`src/design/ess_pkg.sv`:
```
`default_nettype none

package ess_pkg;

  localparam int unsigned CounterWidthDef = 16;

  localparam int unsigned CENTER_COUNT  = 32768;
  localparam int unsigned MAX_SAMPLE_MS = 50;
  localparam int unsigned DELTA_MARGIN  = 8;
  localparam int unsigned MS_PER_MIN    = 60000;

  localparam int unsigned CPR_W      = 16;
  localparam int unsigned RPM_W      = 15;
  localparam int unsigned CIRC_W     = 20;
  localparam int unsigned PERIOD_W   = 6;
  localparam int unsigned CFG_DATA_W = 20;
  localparam int unsigned CFG_IDX_W  = 2;

  localparam logic [CPR_W-1:0]    CPR_RST    = 16'd1024;
  localparam logic [RPM_W-1:0]    RPM_RST    = 15'd600;
  localparam logic [CIRC_W-1:0]   CIRC_RST   = 20'd200000;
  localparam logic [PERIOD_W-1:0] PERIOD_RST = 6'd10;

  localparam int unsigned DIV_STEPS  = 16;
  localparam int unsigned DIV_STEP_W = 4;

  typedef enum logic [CFG_IDX_W-1:0] {
    CFG_CPR    = 2'd0,
    CFG_RPM    = 2'd1,
    CFG_CIRC   = 2'd2,
    CFG_PERIOD = 2'd3
  } cfg_idx_e;

  typedef enum logic [2:0] {
    ST_IDLE,
    ST_MUL,
    ST_CHECK,
    ST_DIV,
    ST_FINISH
  } ctrl_state_e;

  typedef enum logic [2:0] {
    OP_NONE,
    OP_LOAD,
    OP_MUL,
    OP_CHECK,
    OP_DIV,
    OP_FINISH
  } dp_op_e;

  typedef enum logic [2:0] {
    MS_CPR_RPM,
    MS_LIMIT,
    MS_LHS,
    MS_NUM,
    MS_DEN
  } mul_step_e;

  typedef struct packed {
    dp_op_e                 op;
    mul_step_e              mstep;
    logic [DIV_STEP_W-1:0]  dstep;
  } dp_cmd_t;

  typedef struct packed {
    logic out_free;
  } dp_status_t;

endpackage

`default_nettype wire

```
`src/design/ess_intf.sv`:
```
`default_nettype none

interface ess_in_if #(
  parameter int unsigned COUNTER_WIDTH = ess_pkg::CounterWidthDef
);
  logic                     valid;
  logic                     ready;
  logic [COUNTER_WIDTH-1:0] counter_value;
  logic [31:0]              now_ms;

  modport source (output valid, output counter_value, output now_ms, input ready);
  modport sink   (input valid, input counter_value, input now_ms, output ready);
endinterface

interface ess_out_if;
  logic               valid;
  logic               ready;
  logic signed [15:0] delta_counts;
  logic signed [15:0] speed_mmps;
  logic signed [31:0] total_counts;
  logic               sample_valid;

  modport source (output valid, output delta_counts, output speed_mmps,
                  output total_counts, output sample_valid, input ready);
  modport sink   (input valid, input delta_counts, input speed_mmps,
                  input total_counts, input sample_valid, output ready);
endinterface

`default_nettype wire

```
`src/design/ess_ctrl.sv`:
```
`default_nettype none

module ess_ctrl (
  input  wire logic               clk_i,
  input  wire logic               rst_ni,
  input  wire logic               in_valid_i,
  input  wire ess_pkg::dp_status_t status_i,
  output logic                    in_ready_o,
  output ess_pkg::dp_cmd_t        cmd_o
);

  ess_pkg::ctrl_state_e                state_q, state_d;
  ess_pkg::mul_step_e                  mstep_q, mstep_d;
  logic [ess_pkg::DIV_STEP_W-1:0]      dstep_q, dstep_d;

  always_ff @(posedge clk_i or negedge rst_ni) begin
    if (!rst_ni) begin
      state_q <= ess_pkg::ST_IDLE;
      mstep_q <= ess_pkg::MS_CPR_RPM;
      dstep_q <= '0;
    end else begin
      state_q <= state_d;
      mstep_q <= mstep_d;
      dstep_q <= dstep_d;
    end
  end

  // Next state and step counters.
  always_comb begin
    state_d = state_q;
    mstep_d = mstep_q;
    dstep_d = dstep_q;
    unique case (state_q)
      ess_pkg::ST_IDLE: begin
        if (in_valid_i) begin
          state_d = ess_pkg::ST_MUL;
          mstep_d = ess_pkg::MS_CPR_RPM;
        end
      end
      ess_pkg::ST_MUL: begin
        if (mstep_q == ess_pkg::MS_DEN) begin
          state_d = ess_pkg::ST_CHECK;
        end else begin
          mstep_d = ess_pkg::mul_step_e'(mstep_q + 3'd1);
        end
      end
      ess_pkg::ST_CHECK: begin
        state_d = ess_pkg::ST_DIV;
        dstep_d = ess_pkg::DIV_STEP_W'(ess_pkg::DIV_STEPS - 1);
      end
      ess_pkg::ST_DIV: begin
        if (dstep_q == '0) begin
          state_d = ess_pkg::ST_FINISH;
        end else begin
          dstep_d = dstep_q - 1'b1;
        end
      end
      ess_pkg::ST_FINISH: begin
        if (status_i.out_free) begin
          state_d = ess_pkg::ST_IDLE;
        end
      end
      default: state_d = ess_pkg::ST_IDLE;
    endcase
  end

  // Commands to the datapath.
  always_comb begin
    in_ready_o  = 1'b0;
    cmd_o.op    = ess_pkg::OP_NONE;
    cmd_o.mstep = mstep_q;
    cmd_o.dstep = dstep_q;
    unique case (state_q)
      ess_pkg::ST_IDLE: begin
        in_ready_o = 1'b1;
        if (in_valid_i) begin
          cmd_o.op = ess_pkg::OP_LOAD;
        end
      end
      ess_pkg::ST_MUL:   cmd_o.op = ess_pkg::OP_MUL;
      ess_pkg::ST_CHECK: cmd_o.op = ess_pkg::OP_CHECK;
      ess_pkg::ST_DIV:   cmd_o.op = ess_pkg::OP_DIV;
      ess_pkg::ST_FINISH: begin
        if (status_i.out_free) begin
          cmd_o.op = ess_pkg::OP_FINISH;
        end
      end
      default: cmd_o.op = ess_pkg::OP_NONE;
    endcase
  end

endmodule

`default_nettype wire

```
`src/design/ess_dp.sv`:
```
`default_nettype none

module ess_dp #(
  parameter int unsigned COUNTER_WIDTH = ess_pkg::CounterWidthDef
) (
  input  wire logic                               clk_i,
  input  wire logic                               rst_ni,
  input  wire ess_pkg::dp_cmd_t                   cmd_i,
  output ess_pkg::dp_status_t                     status_o,
  input  wire logic [COUNTER_WIDTH-1:0]           counter_value_i,
  input  wire logic [31:0]                        now_ms_i,
  input  wire logic                               cfg_we_i,
  input  wire logic [ess_pkg::CFG_IDX_W-1:0]      cfg_idx_i,
  input  wire logic [ess_pkg::CFG_DATA_W-1:0]     cfg_data_i,
  input  wire logic                               out_ready_i,
  output logic                                    out_valid_o,
  output logic signed [15:0]                      delta_counts_o,
  output logic signed [15:0]                      speed_mmps_o,
  output logic signed [31:0]                      total_counts_o,
  output logic                                    sample_valid_o
);

  localparam int unsigned MAG_W  = (COUNTER_WIDTH > 16) ? COUNTER_WIDTH : 16;
  localparam int unsigned DLT_W  = MAG_W + 1;
  localparam int unsigned PROD_W = ess_pkg::CPR_W + ess_pkg::RPM_W;
  localparam int unsigned LIM_W  = PROD_W + ess_pkg::PERIOD_W;
  localparam int unsigned LHS_W  = MAG_W + 16;
  localparam int unsigned NUM_W  = MAG_W + ess_pkg::CIRC_W;
  localparam int unsigned DEN_W  = ess_pkg::CPR_W + ess_pkg::PERIOD_W;
  localparam int unsigned MA_W   = (MAG_W > PROD_W) ? MAG_W : PROD_W;
  localparam int unsigned MB_W   = ess_pkg::CIRC_W;
  localparam int unsigned MP_W   = MA_W + MB_W;
  localparam int unsigned CMPL_W = (LHS_W > LIM_W) ? LHS_W : LIM_W;
  localparam int unsigned CMP_W  = NUM_W + DEN_W;
  localparam int unsigned TW     = ((DLT_W > 32) ? DLT_W : 32) + 1;
  localparam int unsigned QW     = ess_pkg::DIV_STEPS;

  localparam logic signed [TW-1:0] TotMax = (TW'(1) << 31) - TW'(1);
  localparam logic signed [TW-1:0] TotMin = -(TW'(1) << 31);

  // Configuration and persistent state.
  logic [ess_pkg::CPR_W-1:0]    cpr_q;
  logic [ess_pkg::RPM_W-1:0]    rpm_q;
  logic [ess_pkg::CIRC_W-1:0]   circ_q;
  logic [ess_pkg::PERIOD_W-1:0] period_q;
  logic [31:0]                  last_q;
  logic signed [31:0]           total_q;
  logic                         out_valid_q;

  // Per-word working registers.
  logic signed [DLT_W-1:0] delta_q;
  logic [MAG_W-1:0]        mag_q;
  logic [31:0]             elapsed_q;
  logic                    pre_ok_q;
  logic                    ok_q;
  logic                    ovf_q;
  logic [PROD_W-1:0]       prod_q;
  logic [LIM_W-1:0]        lim_q;
  logic [LHS_W-1:0]        lhs_q;
  logic [NUM_W-1:0]        num_q;
  logic [DEN_W-1:0]        den_q;
  logic [NUM_W-1:0]        rem_q;
  logic [QW-1:0]           quo_q;

  logic signed [15:0] delta_out_q, speed_out_q;
  logic               samp_out_q;

  // Load stage.
  logic signed [DLT_W-1:0] delta_d;
  logic [DLT_W-1:0]        abs_d;
  logic [31:0]             elapsed_d;
  logic                    pre_ok_d;

  always_comb begin
    delta_d   = $signed(DLT_W'(counter_value_i)) - $signed(DLT_W'(ess_pkg::CENTER_COUNT));
    abs_d     = (delta_d < 0) ? DLT_W'(-delta_d) : DLT_W'(delta_d);
    elapsed_d = (last_q == 32'd0) ? 32'(period_q) : (now_ms_i - last_q);
    pre_ok_d  = (elapsed_d != 32'd0) && (elapsed_d <= 32'(ess_pkg::MAX_SAMPLE_MS)) &&
                (cpr_q != '0);
  end

  // Shared multiplier, operands chosen by the step.
  logic [MA_W-1:0] mul_a;
  logic [MB_W-1:0] mul_b;
  logic [MP_W-1:0] mul_p;

  always_comb begin
    mul_a = '0;
    mul_b = '0;
    unique case (cmd_i.mstep)
      ess_pkg::MS_CPR_RPM: begin
        mul_a = MA_W'(cpr_q);
        mul_b = MB_W'(rpm_q);
      end
      ess_pkg::MS_LIMIT: begin
        mul_a = MA_W'(prod_q);
        mul_b = MB_W'(elapsed_q[ess_pkg::PERIOD_W-1:0]);
      end
      ess_pkg::MS_LHS: begin
        // (mag - margin) * 60000 against the exact limit product
        mul_a = (mag_q > MAG_W'(ess_pkg::DELTA_MARGIN)) ?
                MA_W'(mag_q - MAG_W'(ess_pkg::DELTA_MARGIN)) : '0;
        mul_b = MB_W'(ess_pkg::MS_PER_MIN);
      end
      ess_pkg::MS_NUM: begin
        mul_a = MA_W'(mag_q);
        mul_b = MB_W'(circ_q);
      end
      ess_pkg::MS_DEN: begin
        mul_a = MA_W'(cpr_q);
        mul_b = MB_W'(elapsed_q[ess_pkg::PERIOD_W-1:0]);
      end
      default: begin
        mul_a = '0;
        mul_b = '0;
      end
    endcase
    mul_p = MP_W'(mul_a) * MP_W'(mul_b);
  end

  // Division trial and finish values.
  logic [CMP_W-1:0]     trial;
  logic                 fits;
  logic                 too_fast;
  logic signed [TW-1:0] sum;
  logic signed [31:0]   total_sat;
  logic signed [15:0]   speed_d;

  always_comb begin
    trial    = CMP_W'(den_q) << cmd_i.dstep;
    fits     = CMP_W'(rem_q) >= trial;
    too_fast = CMPL_W'(lhs_q) > CMPL_W'(lim_q);
    sum      = TW'(total_q) + TW'(delta_q);
    if (sum > TotMax) begin
      total_sat = 32'sh7FFFFFFF;
    end else if (sum < TotMin) begin
      total_sat = -32'sh7FFFFFFF - 32'sd1;
    end else begin
      total_sat = 32'(sum);
    end
    if (delta_q < 0) begin
      if (ovf_q || (quo_q > QW'(32768))) begin
        speed_d = -16'sd32767 - 16'sd1;
      end else begin
        speed_d = $signed(16'(~quo_q + 1'b1));
      end
    end else begin
      if (ovf_q || (quo_q > QW'(32767))) begin
        speed_d = 16'sd32767;
      end else begin
        speed_d = $signed(16'(quo_q));
      end
    end
  end

  // Configuration, persistent state and output handshake.
  always_ff @(posedge clk_i or negedge rst_ni) begin
    if (!rst_ni) begin
      cpr_q       <= ess_pkg::CPR_RST;
      rpm_q       <= ess_pkg::RPM_RST;
      circ_q      <= ess_pkg::CIRC_RST;
      period_q    <= ess_pkg::PERIOD_RST;
      last_q      <= '0;
      total_q     <= '0;
      out_valid_q <= 1'b0;
    end else begin
      if (cfg_we_i) begin
        unique case (ess_pkg::cfg_idx_e'(cfg_idx_i))
          ess_pkg::CFG_CPR:    cpr_q    <= cfg_data_i[ess_pkg::CPR_W-1:0];
          ess_pkg::CFG_RPM:    rpm_q    <= cfg_data_i[ess_pkg::RPM_W-1:0];
          ess_pkg::CFG_CIRC:   circ_q   <= cfg_data_i[ess_pkg::CIRC_W-1:0];
          ess_pkg::CFG_PERIOD: period_q <= cfg_data_i[ess_pkg::PERIOD_W-1:0];
          default: ;
        endcase
      end
      if (cmd_i.op == ess_pkg::OP_LOAD) begin
        last_q <= now_ms_i;
      end
      if (cmd_i.op == ess_pkg::OP_FINISH) begin
        out_valid_q <= 1'b1;
        if (ok_q) begin
          total_q <= total_sat;
        end
      end else if (out_ready_i) begin
        out_valid_q <= 1'b0;
      end
    end
  end

  // Working registers and output payload.
  always_ff @(posedge clk_i) begin
    unique case (cmd_i.op)
      ess_pkg::OP_LOAD: begin
        delta_q   <= delta_d;
        mag_q     <= MAG_W'(abs_d);
        elapsed_q <= elapsed_d;
        pre_ok_q  <= pre_ok_d;
      end
      ess_pkg::OP_MUL: begin
        unique case (cmd_i.mstep)
          ess_pkg::MS_CPR_RPM: prod_q <= PROD_W'(mul_p);
          ess_pkg::MS_LIMIT:   lim_q  <= LIM_W'(mul_p);
          ess_pkg::MS_LHS:     lhs_q  <= LHS_W'(mul_p);
          ess_pkg::MS_NUM:     num_q  <= NUM_W'(mul_p);
          ess_pkg::MS_DEN:     den_q  <= DEN_W'(mul_p);
          default: ;
        endcase
      end
      ess_pkg::OP_CHECK: begin
        ok_q  <= pre_ok_q && !too_fast;
        ovf_q <= CMP_W'(num_q) >= (CMP_W'(den_q) << QW);
        rem_q <= num_q;
        quo_q <= '0;
      end
      ess_pkg::OP_DIV: begin
        if (fits) begin
          rem_q              <= rem_q - NUM_W'(trial);
          quo_q[cmd_i.dstep] <= 1'b1;
        end
      end
      ess_pkg::OP_FINISH: begin
        samp_out_q <= ok_q;
        if (ok_q) begin
          delta_out_q <= $signed(delta_q[15:0]);
          speed_out_q <= speed_d;
        end else begin
          delta_out_q <= '0;
          speed_out_q <= '0;
        end
      end
      default: ;
    endcase
  end

  assign status_o.out_free = !out_valid_q || out_ready_i;
  assign out_valid_o       = out_valid_q;
  assign delta_counts_o    = delta_out_q;
  assign speed_mmps_o      = speed_out_q;
  assign total_counts_o    = total_q;
  assign sample_valid_o    = samp_out_q;

endmodule

`default_nettype wire

```
`src/design/encoder_speed_sampler_top.sv`:
```
// Encoder speed sampler.
// in_ch carries one word per sample: the raw quadrature counter reading
// (centre 32768 means no motion) and the millisecond timestamp. out_ch
// returns one word per sample: count delta, speed in mm/s, running count
// total and the plausibility flag. Both channels move a word at a rising
// edge with valid and ready high.
// Configuration goes through cfg_we_i / cfg_idx_i / cfg_data_i, one register
// per edge: 0 counts per rev, 1 max rpm, 2 wheel circumference in um,
// 3 control period in ms. Write only while the block is idle.
// Each word is loaded at the accepting edge, then goes through five passes of
// the shared multiplier, one check, sixteen steps of the restoring divider
// and one finish, which waits until the output slot is free. The block takes
// a new word only once it is back in idle after the finish.
// Reset clears the running total and the last timestamp (so the first sample
// uses the control period) and loads the register defaults.
// A stalled receiver holds the result in the output register; the next word
// may be taken and processed, but its finish waits until the slot frees up.
`default_nettype none

module encoder_speed_sampler_top #(
  parameter int unsigned COUNTER_WIDTH = ess_pkg::CounterWidthDef
) (
  input  wire logic                           clk_i,
  input  wire logic                           rst_ni,
  ess_in_if.sink                              in_ch,
  ess_out_if.source                           out_ch,
  input  wire logic                           cfg_we_i,
  input  wire logic [ess_pkg::CFG_IDX_W-1:0]  cfg_idx_i,
  input  wire logic [ess_pkg::CFG_DATA_W-1:0] cfg_data_i
);

  ess_pkg::dp_cmd_t    cmd;
  ess_pkg::dp_status_t status;
  logic                in_ready;

  // Controller: sequences load, multiply passes, check, divide and finish.
  ess_ctrl u_ctrl (
    .clk_i      (clk_i),
    .rst_ni     (rst_ni),
    .in_valid_i (in_ch.valid),
    .status_i   (status),
    .in_ready_o (in_ready),
    .cmd_o      (cmd)
  );

  assign in_ch.ready = in_ready;

  // Datapath: config, state, shared multiplier, divider and output register.
  ess_dp #(
    .COUNTER_WIDTH (COUNTER_WIDTH)
  ) u_dp (
    .clk_i           (clk_i),
    .rst_ni          (rst_ni),
    .cmd_i           (cmd),
    .status_o        (status),
    .counter_value_i (in_ch.counter_value),
    .now_ms_i        (in_ch.now_ms),
    .cfg_we_i        (cfg_we_i),
    .cfg_idx_i       (cfg_idx_i),
    .cfg_data_i      (cfg_data_i),
    .out_ready_i     (out_ch.ready),
    .out_valid_o     (out_ch.valid),
    .delta_counts_o  (out_ch.delta_counts),
    .speed_mmps_o    (out_ch.speed_mmps),
    .total_counts_o  (out_ch.total_counts),
    .sample_valid_o  (out_ch.sample_valid)
  );

endmodule

`default_nettype wire

```
`src/flat_wrapper.sv`:
```
// flat-port wrapper written by rule: the top's interface ports become plain ports
module encoder_speed_sampler_top_flat 
#(
  parameter int unsigned COUNTER_WIDTH = ess_pkg::CounterWidthDef
)
  (clk_i, rst_ni, cfg_we_i, cfg_idx_i, cfg_data_i, in_ch_valid, in_ch_counter_value, in_ch_now_ms, in_ch_ready, out_ch_valid, out_ch_delta_counts, out_ch_speed_mmps, out_ch_total_counts, out_ch_sample_valid, out_ch_ready);
  ess_in_if #(.COUNTER_WIDTH(COUNTER_WIDTH)) in_ch_i ();
  ess_out_if out_ch_i ();
  input  wire logic clk_i;
  input  wire logic rst_ni;
  input  wire logic cfg_we_i;
  input  wire logic [ess_pkg::CFG_IDX_W-1:0] cfg_idx_i;
  input  wire logic [ess_pkg::CFG_DATA_W-1:0] cfg_data_i;
  input wire logic [$bits(in_ch_i.valid)-1:0] in_ch_valid;
  input wire logic [$bits(in_ch_i.counter_value)-1:0] in_ch_counter_value;
  input wire logic [$bits(in_ch_i.now_ms)-1:0] in_ch_now_ms;
  output wire logic [$bits(in_ch_i.ready)-1:0] in_ch_ready;
  output wire logic [$bits(out_ch_i.valid)-1:0] out_ch_valid;
  output wire logic [$bits(out_ch_i.delta_counts)-1:0] out_ch_delta_counts;
  output wire logic [$bits(out_ch_i.speed_mmps)-1:0] out_ch_speed_mmps;
  output wire logic [$bits(out_ch_i.total_counts)-1:0] out_ch_total_counts;
  output wire logic [$bits(out_ch_i.sample_valid)-1:0] out_ch_sample_valid;
  input wire logic [$bits(out_ch_i.ready)-1:0] out_ch_ready;
  assign in_ch_i.valid = in_ch_valid;
  assign in_ch_i.counter_value = in_ch_counter_value;
  assign in_ch_i.now_ms = in_ch_now_ms;
  assign in_ch_ready = in_ch_i.ready;
  assign out_ch_valid = out_ch_i.valid;
  assign out_ch_delta_counts = out_ch_i.delta_counts;
  assign out_ch_speed_mmps = out_ch_i.speed_mmps;
  assign out_ch_total_counts = out_ch_i.total_counts;
  assign out_ch_sample_valid = out_ch_i.sample_valid;
  assign out_ch_i.ready = out_ch_ready;
  encoder_speed_sampler_top #(.COUNTER_WIDTH(COUNTER_WIDTH)) u_core (.clk_i(clk_i), .rst_ni(rst_ni), .in_ch(in_ch_i), .out_ch(out_ch_i), .cfg_we_i(cfg_we_i), .cfg_idx_i(cfg_idx_i), .cfg_data_i(cfg_data_i));
endmodule
```
`config.mk`:
```
export PLATFORM = sky130hd
export DESIGN_NAME = encoder_speed_sampler_top_flat
export DESIGN_NICKNAME = d
export VERILOG_FILES = /design/src/design/ess_pkg.sv /design/src/design/ess_intf.sv /design/src/design/ess_ctrl.sv /design/src/design/ess_dp.sv /design/src/design/encoder_speed_sampler_top.sv /design/src/flat_wrapper.sv
export SDC_FILE = /design/constraint.sdc
export NUM_CORES = 2
export LEC_CHECK = 0
export BUFFER_PORTS_ARGS = -buffer_cell sky130_fd_sc_hd__buf_2
export CAP_MARGIN = 20
export CORE_ASPECT_RATIO = 0.9
export CORE_MARGIN = 5
export CORE_UTILIZATION = 43
export DETAILED_ROUTE_END_ITERATION = 6
export GPL_ROUTABILITY_DRIVEN = 0
export GPL_TIMING_DRIVEN = 0
export SLEW_MARGIN = 5
export SYNTH_ARGS = -nofsm -noshare
export SYNTH_HDL_FRONTEND = slang
export SYNTH_SLANG_ARGS = --single-unit
```
`constraint.sdc`:
```
create_clock -name clk_i -period 10.89 [get_ports clk_i]
set_clock_uncertainty 0.05 [all_clocks]
set_input_delay 1.089 -clock clk_i [delete_from_list [all_inputs] [get_ports clk_i]]
set_output_delay 1.089 -clock clk_i [all_outputs]
set_load 0.01 [all_outputs]
```
# Yosys cells after proc, flatten, opt, wreduce, memory -nomap -nowiden
# Index checks and enable logic that the tools add are counted.
# W data, S select, Z words.
[totals] regBits=417 wordCells=143
[classes] n_addsub=9 mul=1 n_lt_le_gt_ge=13 eq_ne=23 n_shift=1 muxes=32 n_bitwise=2 reduce_logical=36
[ops] op="$pmux W31 S4" n=1
[ops] op="$mux W32" n=3
[ops] op="$mux W16" n=5
[ops] op="$pmux W20 S4" n=1
[ops] op="$pmux W36 S2" n=1
[ops] op="$ge A36 B58 Y1" n=1
[ops] op="$shl A22 B4 Y58" n=1
[ops] op="$ge A36 B38 Y1" n=1
[ops] op="$gt A32 B37 Y1" n=1
[ops] op="$mul A31 B20 Y37" n=1
[ops] op="$mux W36" n=1
[ops] op="$sub A36 B36 Y36" n=1
[ops] op="$lt A17 B1 Y1 const B" n=2
[ops] op="$add A32 B17 Y33" n=1
[ops] op="$gt A33 B32 Y1 const B" n=1
[ops] op="$lt A33 B32 Y1 const B" n=1
[ops] op="$le A32 B6 Y1 const B" n=1
[ops] op="$logic_not A32 Y1" n=1
[ops] op="$pmux W16 S2" n=1
[ops] op="$reduce_bool A32 Y1" n=1
[ops] op="$sub A32 B32 Y32" n=1
[ops] op="$mux W31" n=1
[ops] op="$pmux W3 S5" n=2
[ops] op="$reduce_and A2 Y1" n=12
[ops] op="other kinds (37)" n=74

# Depth between registers and ports, before layout
[logic_depth] word_depth=7 ltp_mapped=36 mapped_depth_nobuf=33

# By module
# From an unflattened synthesis, not the netlist that was laid out.
[hier_totals] hier_cells=4072 area_unflattened_um2=39454.1
[modules_own_cells] mod="ess_dp" instances=1 cells_each=4004 area_each_um2=38778.4
[modules_own_cells] mod="ess_ctrl" instances=1 cells_each=68 area_each_um2=675.6

# Worst setup path after synthesis
# No wires, ideal clock.
[synth_path] kind="reg-to-reg" from="reg u_core.u_ctrl.mstep_q[2]" to="reg u_core.u_dp.lim_q[36] (data pin)" setup_time_ns=0.262 arrival_time_ns=8.492 t_required_ns=10.578 slack_ns=2.086 path_stages_with_launch=37 path_buffers=6 period_less_slack_ns=8.804 cell_sequence="dfrtp_1 -> clkbuf_1 -> inv_1 -> ha_1 -> clkbuf_1 -> buf_1 -> clkbuf_1 -> clkbuf_1 -> a22oi_1 -> nand2_1 -> clkbuf_1 -> nand2_1 -> fa_1 -> inv_1 -> fa_1 -> inv_1 -> fa_1 -> inv_1 -> fa_1 -> inv_1 -> fa_1 -> inv_1 -> fa_1 -> inv_1 -> fa_1 -> inv_1 -> ha_1 -> nor3_1 -> nor2_1 -> a211oi_1 -> a21oi_1 -> a41o_1 -> nor2_1 -> o211ai_1 -> a2111o_1 -> o31ai_1 -> xnor2_1"
[synth_via] elab_chain_cells=4 elab_cells_between_ends=10 cone_classes="mul: 1; eq/ne: 4; mux: 2; reduce/logical: 3"
[synth_lines] element="start, declared" line="ess_ctrl.sv:13" source="ess_pkg::mul_step_e mstep_q, mstep_d;"
[synth_lines] element="start signal, assigned" line="ess_ctrl.sv:19" source="mstep_q <= ess_pkg::MS_CPR_RPM;"
[synth_lines] element="start signal, assigned" line="ess_ctrl.sv:23" source="mstep_q <= mstep_d;"
[synth_lines] element="$eq A3 B3 Y1, or another cell as far along" line="ess_dp.sv:90" source="unique case (cmd_i.mstep)"
[synth_lines] element="$reduce_or A2 Y1 (no line)"
[synth_lines] element="$pmux W31 S4 / $pmux W20 S4 (equally long branches)" line="ess_dp.sv:90"
[synth_lines] element="$mul A31 B20 Y37 (*)" line="ess_dp.sv:118" source="mul_p = MP_W'(mul_a) * MP_W'(mul_b);"
[synth_lines] element="net u_core.u_dp.mul_p[36]" line="ess_dp.sv:85" source="logic [MP_W-1:0] mul_p;"
[synth_lines] element="end signal, assigned" line="ess_dp.sv:202" source="ess_pkg::MS_LIMIT: lim_q <= LIM_W'(mul_p);"
[synth_lines] element="end, declared" line="ess_dp.sv:58" source="logic [LIM_W-1:0] lim_q;"
# The timed path passes the listed nets; every way through them passes the cells marked *.
# A chain may end at the register's enable or synchronous reset.

# Worst setup path in the final report
[layout_path] from="reg u_core.u_ctrl.mstep_q[0]" to="reg u_core.u_dp.num_q[31] (data pin)"
[layout_via] elab_chain_cells=4 elab_cells_between_ends=10 cone_classes="mul: 1; eq/ne: 4; mux: 2; reduce/logical: 3"
[layout_lines] element="$eq A3 B3 Y1, or another cell as far along" line="ess_dp.sv:90"
[layout_lines] element="$reduce_or A2 Y1 (no line)"
[layout_lines] element="$pmux W31 S4 / $pmux W20 S4 (equally long branches)" line="ess_dp.sv:90"
[layout_lines] element="$mul A31 B20 Y37 (*)" line="ess_dp.sv:118"
[layout_lines] element="net u_core.u_dp.mul_p[31]" line="ess_dp.sv:85"
[layout_lines] element="end signal, assigned" line="ess_dp.sv:204" source="ess_pkg::MS_NUM: num_q <= NUM_W'(mul_p);"
[layout_lines] element="end, declared" line="ess_dp.sv:60" source="logic [NUM_W-1:0] num_q;"
# Marks and branches as above.

==> run_results.csv <==
group,metric,value,unit
setup_path,crit_arrival,10.98,ns
clock_network,cts_tree,"yes",
finish,drive_gt1_share,9.29,%
setup_path,reg2reg_from,"u_core.u_ctrl.mstep_q[0]",
clock_network,clk_latency,0.62,ns
timing,setup_ws,0.175,ns
route,num_vias,31700,
floorplanning,rows,106,
finish,area_growth_syn_to_layout,10.2,%
finish,final_nets,5177,
synthesis,synth_area,0.0399,mm²
synthesis,synth_top_area_cell,"fa_1",
timing,max_freq,0.0933,GHz
global_routing,grt_usage,25.8,%
synthesis,yosysUniqueCellTypes,86,
timing,hold_viol_final,0,
synthesis,synthTopCellsByArea,"fa_1, edfxtp_1, ha_1",
timing,tightest_slew,1.15,ns
synthesis,yosysTopAreaCellShare,21.7,%
timing,final.min_clock_period,10.72,ns
clock_network,clk_pin_slew,0.07,ns
setup_path,cp-start-kind,"register",
job,maxCapViolations,0,
synthesis,ys_seq_area_share,29.6,%
clock_network,postCtsSetupBuffers,0,
setup_path,rrSetupSlack,0.17,ns
global_routing,grt_pass1_wl,195000,µm
placed_design,post-place-ws,-0.909,ns
synthesis,synthFlopType,"edfxtp_1",
timing,grt_setup_unrepaired,"false",
placed_design,dpl.hpwl,102000,µm
finish,final-instance-count-excl-fill,5690,
timing,drv_slew,0,
floorplanning,core,0.0926,mm²
clock_network,cts_num_sinks,415,
global_routing,grt_max_degree,75,
floorplanning,die-width,331,µm
placed_design,portBuffers,141,
synthesis,netlist_top_cells_count,"inv_1, nand2_1, fa_1, nor2_1, edfxtp_1",
status,status,"finished, final reports clean",
setup_path,cp-end-kind,"register",
synthesis,yosysWarningCount,0,
synthesis,synth_enable_flop_cells,283,
setup_path,r2r_cells,32,
global_routing,grt_overflow,0,
finish,multi_input_area,0.0251,mm²
route,drc,0,
timing,fin_crit_sh,98.4,%
floorplanning,die_area,0.0990,mm²
synthesis,syn_avg_cell_area,9.48,µm²
setup_path,critPathSlowestCell,"xnor2_1",
route,viasPerCell,5.58,
route,routedWlPerCell,22.4,µm
setup_path,max_stage_delay,0.60,ns
hold_path,hold_path_class,"primary input to asynchronous set/reset pin",
floorplanning,fp.dieH,299,µm
route,drt_pre_antenna_iters,6,
synthesis,synth.most_common_cell,"inv_1",
global_routing,grt_pass1_vias,31800,
global_routing,antenna_found_initial,4,
synthesis,synthCells,4210,
setup_path,path_buf_inv,10,
clock_network,clock_path_buffers,3,
finish,fillCellCount,8991,
clock_network,cts_root_buf,"clkbuf_16",
timing,slew-limit-headroom,23.0,%
finish,regArea,0.0118,mm²
route,antenna_left,0,
route,drt_iter0_markers,2923,
setup_path,crit_top_cell,"fa_1",
setup_path,worstPathRequired,11.15,ns
timing,setup_viol,0,
setup_path,critPathTopFamily,"adder cells",
clock_network,cts_made_buffers,42,
setup_path,r2r-end,"u_core.u_dp.num_q[31]",
floorplanning,start_util,43.1,%
setup_path,critPathKind,"register to register",
setup_path,crit_fanout,10,
synthesis,ys_ff_latch,415,
placed_design,dp_cells,5612,
floorplanning,boundaryPins,142,
synthesis,synth_fp_nets,4977,
route,totalWireLength,128000,µm
synthesis,synthArstFlopShare,31.8,%
clock_network,htreeDepth,2,
-- worst max path at each step --
stage	from	slack, ns	to	depth (start not counted)
global route	u_core.u_ctrl.mstep_q[2]	0.002	u_core.u_dp.prod_q[29]	32
detailed placement	u_core.u_ctrl.mstep_q[2]	-0.91	u_core.u_dp.num_q[35]	32
finish	u_core.u_ctrl.mstep_q[0]	0.17	u_core.u_dp.num_q[31]	32
floorplan	u_core.u_ctrl.mstep_q[2]	2.09	u_core.u_dp.lim_q[36]	36
CTS	u_core.u_ctrl.mstep_q[0]	0.03	u_core.u_dp.prod_q[29]	30
global placement	u_core.u_ctrl.mstep_q[2]	-0.87	u_core.u_dp.num_q[35]	32
-- registers in the layout, indices dropped and copies added (netlist names), 6 cells and up --
signal and flops:
u_core.u_dp.mag_q 15, u_core.u_dp.num_q 36, u_core.u_dp.period_q 6, u_core.u_dp.den_q 22
u_core.u_dp.prod_q 31, u_core.u_dp.rem_q 36, u_core.u_dp.last_q 32, u_core.u_dp.total_counts_o 32
u_core.u_dp.quo_q 16, u_core.u_dp.delta_q 16, u_core.u_dp.circ_q 20, u_core.u_dp.lhs_q 32
u_core.u_dp.cpr_q 16, u_core.u_dp.speed_mmps_o 16, u_core.u_dp.rpm_q 15, u_core.u_dp.delta_counts_o 16
u_core.u_dp.elapsed_q 6, u_core.u_dp.lim_q 37
-- final cells by class --
class	instances	area share, %
plain buffers	170	1.62
clock buffers	51	2.56
clock inverters	27	0.763
diodes	4	0.0228
well taps	1242	3.53
repair buffers	160	2.13
multi-input cells	2992	57.1
flip-flops and latches	415	26.9
inverters	629	5.37
-- per-stage QoR --
stage | utilization (%) | setup TNS (ns) | instance area [µm²] | hold WS (ns)
2_1_floorplan | - | 0 | 39900 | 0.426
3_3_place_gp | 45.6 | -55.12 | 42200 | 0.436
3_5_place_dp | 45.9 | -19.75 | 42500 | 0.445
4_1_cts | 47.5 | 0 | 43900 | 0.415
5_1_grt | 47.5 | 0 | 44000 | 0.438
6_report | 47.5 | 0 | 44000 | 0.404
-- layer usage --
layer	global-route usage [%]	wire [µm]
met1	36.4	54900
met2	40.2	56800
met3	4.66	10300
met4	9.25	5660
met5	0	0
-- repair_timing --
item / 4_1_cts / 5_1_grt
pin swaps: 0 / 1
hold buffers: 0 / 0
resized for setup: 16 / 25
setup endpoints to repair: 58 / 36
-- worst register-to-register path: cells and delay by family (launching register included) --
| family | cells | cell delay, ns |
|---|---|---|
| AO/OA/AOI/OAI | 8 | 2.46 |
| XOR/XNOR | 1 | 0.60 |
| flip-flops | 1 | 0.43 |
| AND/OR/NAND/NOR | 4 | 1.14 |
| buffers and inverters | 10 | 1.69 |
| adder cells (fa/ha/maj) | 9 | 4.07 |
-- cell families (layout without fill, tap and decap cells) --
kind of cell,Yosys count,count (layout),share of synthesized area (%)
AO/OA/AOI/OAI,782,782,12.4
XOR/XNOR,144,144,3.19
adder cells (fa/ha/maj),692,692,29.8
buffers and inverters,803,1037,7.67
flip-flops,415,415,29.6
multiplexers,106,106,3.13
other,0,4,0
AND/OR/NAND/NOR,1268,1268,14.1
-- layout by cell type, fill, tap and decap left out, types with 119 or more instances in the layout --
cell type,count
clkbuf_1,130
buf_2,153
nor2_1,349
inv_1,628
a21oi_1,210
fa_1,433
o21ai_0,204
edfxtp_1,283
dfrtp_1,119
ha_1,259
nand2_1,568
Power is not shown: default switching activity piles up to over one toggle a cycle in this logic, so the estimate is an artifact.
